--- config.mk ---
export PLATFORM = sky130hd
export DESIGN_NAME = greedy_coin_change
export DESIGN_NICKNAME = d
export VERILOG_FILES = /design/src/hdl/gcc_pkg.sv /design/src/hdl/greedy_coin_change.sv /design/src/hdl/gcc_cell.sv
export SDC_FILE = /design/constraint.sdc
export NUM_CORES = 1
export LEC_CHECK = 0
export BUFFER_PORTS_ARGS = -buffer_cell sky130_fd_sc_hd__buf_4
export CAP_MARGIN = 20
export CORE_MARGIN = 10
export CORE_UTILIZATION = 30
export DETAILED_ROUTE_END_ITERATION = 12
export SYNTH_ARGS = -nofsm -noshare
export SYNTH_HDL_FRONTEND = slang
export SYNTH_SLANG_ARGS = --single-unit
--- constraint.sdc ---
create_clock -name clk -period 3.3 [get_ports clk]
set_input_delay 0.33 -clock clk [delete_from_list [all_inputs] [get_ports clk]]
set_output_delay 0.33 -clock clk [all_outputs]
set_load 0.03 [all_outputs]
--- src/hdl/gcc_pkg.sv ---
`timescale 1ns / 1ps
// Shared types and constants for the greedy coin change block.
// No dependencies; used by gcc_cell and greedy_coin_change.
package gcc_pkg;

    localparam int COIN_W    = 16;
    localparam int SLOT_W    = 3;
    localparam int CFG_IDX_W = 3;
    localparam int REG_COUNT = 5;
    localparam int SLOT_MAX  = 8;
    localparam int STEP_W    = $clog2(COIN_W);

    localparam logic [COIN_W-1:0] COIN_RESET [SLOT_MAX] = '{
        16'd50, 16'd10, 16'd5, 16'd2, 16'd1, 16'd1, 16'd1, 16'd1
    };

    typedef enum logic [1:0] {
        CELL_IDLE,
        CELL_DIV,
        CELL_FIN
    } cell_state_t;

    // What a cell hands to its right neighbor and to the output stage.
    typedef struct packed {
        logic              done;
        logic [COIN_W-1:0] coin;
        logic [COIN_W-1:0] count;
        logic [COIN_W-1:0] rem;
    } cell_res_t;

    function automatic logic [COIN_W-1:0] coin_reset_value(input int k);
        logic [COIN_W-1:0] v;
        v = COIN_RESET[k];
        return v;
    endfunction

endpackage

--- src/hdl/greedy_coin_change.sv ---
`timescale 1ns / 1ps
// Greedy coin change: top level with the cell chain and the result register.
// Depends on gcc_pkg and gcc_cell.
//
// Usage: raise start with an amount while busy is low; the beat is taken at
// that edge and busy rises. The amount enters the first cell, which divides
// it by its coin value, one quotient bit per cycle, then hands the remainder
// to the next cell. Each cell runs 16 divide steps and then a hand-off state;
// a zero coin value skips the divide steps and goes straight to the hand-off.
// One result per slot appears on slot/coin_value/coin_count/shortfall/last,
// marked by done for exactly one cycle; the receiver cannot stall it.
// Results come out in slot order through the output register, as each cell
// finishes its divide. busy falls while the last result is presented, so a
// new amount may be taken at the edge that takes that beat.
// shortfall is nonzero only on the result with last set.
// Coin values are written through cfg_we/cfg_index/cfg_data while idle;
// indexes of 5 or more are ignored. Reset loads 50, 10, 5, 2, 1 (extra slots
// hold 1), and clears busy and done.
module greedy_coin_change #(
    parameter int NUM_COINS = 5
) (
    input  logic                          clk,
    input  logic                          rst_n,
    input  logic                          start,
    output logic                          busy,
    input  logic [gcc_pkg::COIN_W-1:0]    amount,
    input  logic                          cfg_we,
    input  logic [gcc_pkg::CFG_IDX_W-1:0] cfg_index,
    input  logic [gcc_pkg::COIN_W-1:0]    cfg_data,
    output logic                          done,
    output logic [gcc_pkg::SLOT_W-1:0]    slot,
    output logic [gcc_pkg::COIN_W-1:0]    coin_value,
    output logic [gcc_pkg::COIN_W-1:0]    coin_count,
    output logic [gcc_pkg::COIN_W-1:0]    shortfall,
    output logic                          last
);
    import gcc_pkg::*;

    logic               accept;
    logic               busy_reg, busy_next;
    logic               done_reg, done_next;
    logic [SLOT_W-1:0]  slot_reg, slot_next;
    logic [COIN_W-1:0]  coin_value_reg, coin_value_next;
    logic [COIN_W-1:0]  coin_count_reg, coin_count_next;
    logic [COIN_W-1:0]  shortfall_reg, shortfall_next;
    logic               last_reg, last_next;
    cell_res_t          cell_res [NUM_COINS];
    logic [NUM_COINS-1:0] cell_done_vec;

    assign accept = start & ~busy_reg;

    for (genvar k = 0; k < NUM_COINS; k++)
    begin : g_cell
        logic              cell_go;
        logic [COIN_W-1:0] cell_rem_in;
        logic              cell_we;

        if (k == 0)
        begin : g_head
            assign cell_go     = accept;
            assign cell_rem_in = amount;
        end
        else
        begin : g_link
            assign cell_go     = cell_res[k-1].done;
            assign cell_rem_in = cell_res[k-1].rem;
        end

        // slots past the register list are fixed
        assign cell_we = cfg_we && (k < REG_COUNT) && (cfg_index == CFG_IDX_W'(k));
        assign cell_done_vec[k] = cell_res[k].done;

        gcc_cell #(
            .RESET_VALUE (coin_reset_value(k))
        ) u_cell (
            .clk      (clk),
            .rst_n    (rst_n),
            .cfg_we   (cell_we),
            .cfg_data (cfg_data),
            .go       (cell_go),
            .rem_in   (cell_rem_in),
            .res      (cell_res[k])
        );
    end

    always_comb
    begin
        busy_next = busy_reg;
        if (accept)
        begin
            busy_next = 1'b1;
        end
        else if (cell_res[NUM_COINS-1].done)
        begin
            busy_next = 1'b0;
        end
    end

    // only one cell finishes in any cycle
    always_comb
    begin
        done_next       = |cell_done_vec;
        slot_next       = slot_reg;
        coin_value_next = coin_value_reg;
        coin_count_next = coin_count_reg;
        shortfall_next  = shortfall_reg;
        last_next       = last_reg;
        for (int k = 0; k < NUM_COINS; k++)
        begin
            if (cell_res[k].done)
            begin
                slot_next       = SLOT_W'(k);
                coin_value_next = cell_res[k].coin;
                coin_count_next = cell_res[k].count;
                shortfall_next  = (k == NUM_COINS - 1) ? cell_res[k].rem : '0;
                last_next       = (k == NUM_COINS - 1);
            end
        end
    end

    always_ff @(posedge clk or negedge rst_n)
    begin
        if (!rst_n)
        begin
            busy_reg <= 1'b0;
            done_reg <= 1'b0;
        end
        else
        begin
            busy_reg <= busy_next;
            done_reg <= done_next;
        end
    end

    always_ff @(posedge clk)
    begin
        slot_reg       <= slot_next;
        coin_value_reg <= coin_value_next;
        coin_count_reg <= coin_count_next;
        shortfall_reg  <= shortfall_next;
        last_reg       <= last_next;
    end

    assign busy       = busy_reg;
    assign done       = done_reg;
    assign slot       = slot_reg;
    assign coin_value = coin_value_reg;
    assign coin_count = coin_count_reg;
    assign shortfall  = shortfall_reg;
    assign last       = last_reg;

    a_one_cell_done: assert property (@(posedge clk) disable iff (!rst_n)
        $onehot0(cell_done_vec))
        else $error("more than one cell finished in a cycle");

    a_last_slot: assert property (@(posedge clk) disable iff (!rst_n)
        (done_reg && last_reg) |-> (slot_reg == SLOT_W'(NUM_COINS - 1)))
        else $error("last beat not on final slot");

    a_shortfall_last: assert property (@(posedge clk) disable iff (!rst_n)
        (done_reg && !last_reg) |-> (shortfall_reg == '0))
        else $error("shortfall on a non-final beat");

    a_busy_on_start: assert property (@(posedge clk) disable iff (!rst_n)
        accept |=> busy_reg)
        else $error("busy not raised after start");

    a_no_result_idle: assert property (@(posedge clk) disable iff (!rst_n)
        (|cell_done_vec) |-> busy_reg)
        else $error("cell finished while idle");

endmodule

--- src/hdl/gcc_cell.sv ---
`timescale 1ns / 1ps
// One coin slot: holds its coin value and runs a bit-serial restoring divide
// of the incoming remainder. Depends on gcc_pkg.
module gcc_cell #(
    parameter logic [gcc_pkg::COIN_W-1:0] RESET_VALUE = 16'd1
) (
    input  logic                        clk,
    input  logic                        rst_n,
    input  logic                        cfg_we,
    input  logic [gcc_pkg::COIN_W-1:0]  cfg_data,
    input  logic                        go,
    input  logic [gcc_pkg::COIN_W-1:0]  rem_in,
    output gcc_pkg::cell_res_t          res
);
    import gcc_pkg::*;

    cell_state_t        state_reg, state_next;
    logic [COIN_W-1:0]  coin_reg;
    logic [COIN_W-1:0]  q_reg, q_next;
    logic [COIN_W-1:0]  r_reg, r_next;
    logic [STEP_W-1:0]  cnt_reg, cnt_next;
    logic [COIN_W+1:0]  diff;
    logic               ge;
    logic               coin_zero;

    assign coin_zero = (coin_reg == '0);

    // trial subtract of the shifted partial remainder
    assign diff = {1'b0, r_reg, q_reg[COIN_W-1]} - {2'b00, coin_reg};
    assign ge   = ~diff[COIN_W+1];

    always_comb
    begin
        state_next = state_reg;
        unique case (state_reg)
            CELL_IDLE:
            begin
                if (go)
                begin
                    state_next = coin_zero ? CELL_FIN : CELL_DIV;
                end
            end
            CELL_DIV:
            begin
                if (cnt_reg == STEP_W'(COIN_W - 1))
                begin
                    state_next = CELL_FIN;
                end
            end
            CELL_FIN:
            begin
                state_next = CELL_IDLE;
            end
            default:
            begin
                state_next = CELL_IDLE;
            end
        endcase
    end

    always_comb
    begin
        q_next   = q_reg;
        r_next   = r_reg;
        cnt_next = cnt_reg;
        unique case (state_reg)
            CELL_IDLE:
            begin
                cnt_next = '0;
                if (go)
                begin
                    // zero coin pays nothing, amount passes straight on
                    q_next = coin_zero ? '0 : rem_in;
                    r_next = coin_zero ? rem_in : '0;
                end
            end
            CELL_DIV:
            begin
                q_next   = {q_reg[COIN_W-2:0], ge};
                r_next   = ge ? diff[COIN_W-1:0] : {r_reg[COIN_W-2:0], q_reg[COIN_W-1]};
                cnt_next = cnt_reg + STEP_W'(1);
            end
            default:
            begin
            end
        endcase
    end

    always_comb
    begin
        res.done  = (state_reg == CELL_FIN);
        res.coin  = coin_reg;
        res.count = q_reg;
        res.rem   = r_reg;
    end

    always_ff @(posedge clk or negedge rst_n)
    begin
        if (!rst_n)
        begin
            state_reg <= CELL_IDLE;
            coin_reg  <= RESET_VALUE;
            cnt_reg   <= '0;
        end
        else
        begin
            state_reg <= state_next;
            cnt_reg   <= cnt_next;
            if (cfg_we)
            begin
                coin_reg <= cfg_data;
            end
        end
    end

    always_ff @(posedge clk)
    begin
        q_reg <= q_next;
        r_reg <= r_next;
    end

endmodule

==> impl_metrics.yaml <==
logic_synthesis:
  ys.flop_type: "edfxtp_1"
  synthesis.area_um2: 19050
  synth_seq_cells: 323
  syn_nets: 2127
  synth_warnings: 0
  ys_types: 75
  synth_top_area_frac: 0.3279
  avgSynthCellArea_um2: 9.534
  yosysTopAreaCell: "edfxtp_1"
  synth_enable_flop_cells: 208
  seq_area_frac_synth: 0.4788
  synth_area_leaders: "edfxtp_1, dfrtp_1, nand2_1"
  syn_inst: 1998
  synth_common_cells: "nand2_1, edfxtp_1, o21ai_0"
  ys_async_sr_fraction: 0.3467
  yosys.cell_count.top_type: "nand2_1"
routing:
  drt-initial-drc-count: 1663
  vias: 15780
  drt_wl_total_um: 60910
  via_per_inst: 5.355
  antenna_left: 0
  dr.pass1.iters: 5
  wire_per_inst_um: 20.67
  drcViolationCount: 0
sta:
  setup_violations: 0
  worst_pin_slew_ns: 0.8973
  rsz0062_at_grt: "no"
  clock-skew-final_ns: 0.01438
  layout_setup_ws_ns: 0.4297
  finalHoldViolCount: 0
  timing.final.max_slew_violations: 0
  final.period_utilization: 0.8698
  max_slew_margin: 0.4001
  fin_crit_ns: 2.870
  max_freq_mhz: 348.4
  tns_ns: 0
final_layout:
  diodes: 0
  layout.cells.non_filler: 2947
  drive_gt1_frac: 0.1209
  finalCoreUtilization: 0.3500
  nNetsFinal: 2202
  area_delta_synth_final_pct: 15.67
pwr:
  p_switching_uw: 3275
  p_per_area_nw_per_um2: 503.0
  pwr-share-comb: 0.192
  p_int_uw: 7807
  seqPwrFrac: 0.426
  sw_frac_of_total: 0.2955
  ir_worst_vdd_v: 0.0004087
  p_leak_uw: 0.008838
  pwr-share-clk: 0.381
floorplanning:
  core_um2: 62970
  ioPinCount: 93
  num_rows: 92
  initial_utilization: 0.3025
  die_x_um: 272.0
  dieArea_um2: 73980
  fp.dieH_um: 272.0
grt:
  grt_pass1_wl_um: 92350
  overflow: 0
  grt_max_degree: 68
  antenna_found_initial: 0
  grt_pass1_vias: 15300
  grt_use_total: 0.1579
cts:
  cts_buffers: 37
  clk_pin_slew_worst_paths_ns: 0.06
  cts_tree: "done"
  cts_hold_buf: 1
  cts_buffer_depth: 3
  cts_num_sinks: 323
  htreeDepth: 2
  cts_setup_buffers: 0
  post_cts_resized: 0
  cts-root-buf: "clkbuf_16"
  clk-insertion-delay-late_ns: 0.55
worst_setup_path:
  cp.arrival_ns: 3.12
  cp_num_buf_inv: 2
  path_delay_family: "compound AO/OA/AOI/OAI gates"
  cp_common_cell: "a21oi_1"
  cp-start-kind: "flop"
  path_cells: "inv_1 > ha_1 > a21o_1 > a21oi_1 > a21oi_1 > o2111ai_1 > a22o_1 > buf_12 > mux2i_1 > o21ai_0"
  worstPathMaxFanout: 20
  cpPeakStageDelay_ns: 0.53
  cp.required_ns: 3.55
  crit_path_end_kind: "flop"
  crit_slowest_cell: "dfstp_2"
  critical_path_class: "reg2reg"
place:
  portBuffers: 92
  dp.cells: 2879
  dp_slack_ns: 0.4867
  place_hpwl_um: 46160
  gp_congestion: 0.9362
outcome:
  outcome: "finished clean"
run:
  drv_cap: 0
worst_hold_path:
  hold_class: "in2reg"
## layer usage
metal | track usage | wire, um | share of wire
met2 | 0.2501 | 27670 | 0.45
met1 | 0.2205 | 27900 | 0.46
met3 | 0.02664 | 3933 | 0.065
met4 | 0.03904 | 1406 | 0.023
met5 | 0 | 0 | 0
## tightest hold or removal path, delay by kind of cell
family                 cells  cell delay [ns]
AOI/OAI and AO/OA          1             0.06
and+or+nand+nor            1             0.04
buffers and inverters      1             0.09
## power by group through the flow
stage          Combinational, uW  Clock [uW]  Sequential, uW
2_1_floorplan               1490           0            4720
3_3_place_gp                2050           0            4790
3_5_place_dp                2080           0            4800
4_1_cts                     2100        4270            4720
5_1_grt                     2340        4440            4750
6_report                    2130        4220            4730
## cells by family after synthesis
| logic type | count (synthesis) | share of synthesized area |
|---|---|---|
| AND/OR/NAND/NOR | 672 | 0.1586 |
| buffers and inverters | 207 | 0.04427 |
| XOR/XNOR | 56 | 0.02575 |
| flip-flops | 323 | 0.4788 |
| multiplexers | 93 | 0.05025 |
| AO/OA/AOI/OAI | 557 | 0.1813 |
| adder cells (fa/ha/maj) | 90 | 0.06108 |
## final cells by class
cell class / count / area [um^2]
inverters: 102 / 382.9
well taps: 846 / 1059
flip-flops and latches: 323 / 9120
fillers: 6365 / 40930
clock inverters: 20 / 183.9
clock buffers: 47 / 1036
multi-input cells: 1468 / 9143
repair buffers: 141 / 1111
## worst paths after layout
path                            depth (start not counted)  slack (ns)                                        to                                     start
worst max-delay path                                   10        0.43      g_cell[1].u_cell.r_reg[12]$_DFFE_PP_  g_cell[1].u_cell.coin_reg[3]$_DFFE_PN1P_
worst min-delay path                                    3        0.02                          busy$_DFFE_PN0P_                                     start
worst max register to register                         10        0.43      g_cell[1].u_cell.r_reg[12]$_DFFE_PP_  g_cell[1].u_cell.coin_reg[3]$_DFFE_PN1P_
worst min register to register                          2        0.49                      slot[2]$_SDFFE_PP1P_                      slot[2]$_SDFFE_PP1P_
max in group asynchronous                               3        1.92  g_cell[2].u_cell.coin_reg[0]$_DFFE_PN1P_                                     rst_n
min in group asynchronous                               2        0.39   g_cell[4].u_cell.cnt_reg[0]$_DFFE_PN0P_                                     rst_n
## through the flow
stage / hold WS (ns) / power [uW] / area, um^2
final: 0.02270 / 11080 / 22030
after CTS: 0.006008 / 11090 / 22030
after global placement: 0.3799 / 6841 / 20810
after detailed placement: 0.3913 / 6883 / 20810
after floorplan: 0.03441 / 6202 / 19050
after global routing: 0.06245 / 11520 / 22030
## cells in the final DEF, fill, tap and decap left out, types with 12 or more instances in the layout
master,n
clkbuf_16,39
o21ai_0,204
edfxtp_1,208
o21a_1,13
o211ai_1,18
buf_4,136
a211oi_1,55
nor2_1,105
mux2i_1,72
a21oi_1,123
nor3_1,26
a21o_1,23
ha_1,85
and2_1,22
and3_1,17
o22ai_1,25
nand4_1,12
inv_1,102
mux2_2,21
nor4_1,23
nand3_1,78
nand2_1,328
xnor2_1,40
nand2b_1,20
dfrtp_1,103
a31oi_1,14
xor2_1,16
(Power assumes the default switching activity.)
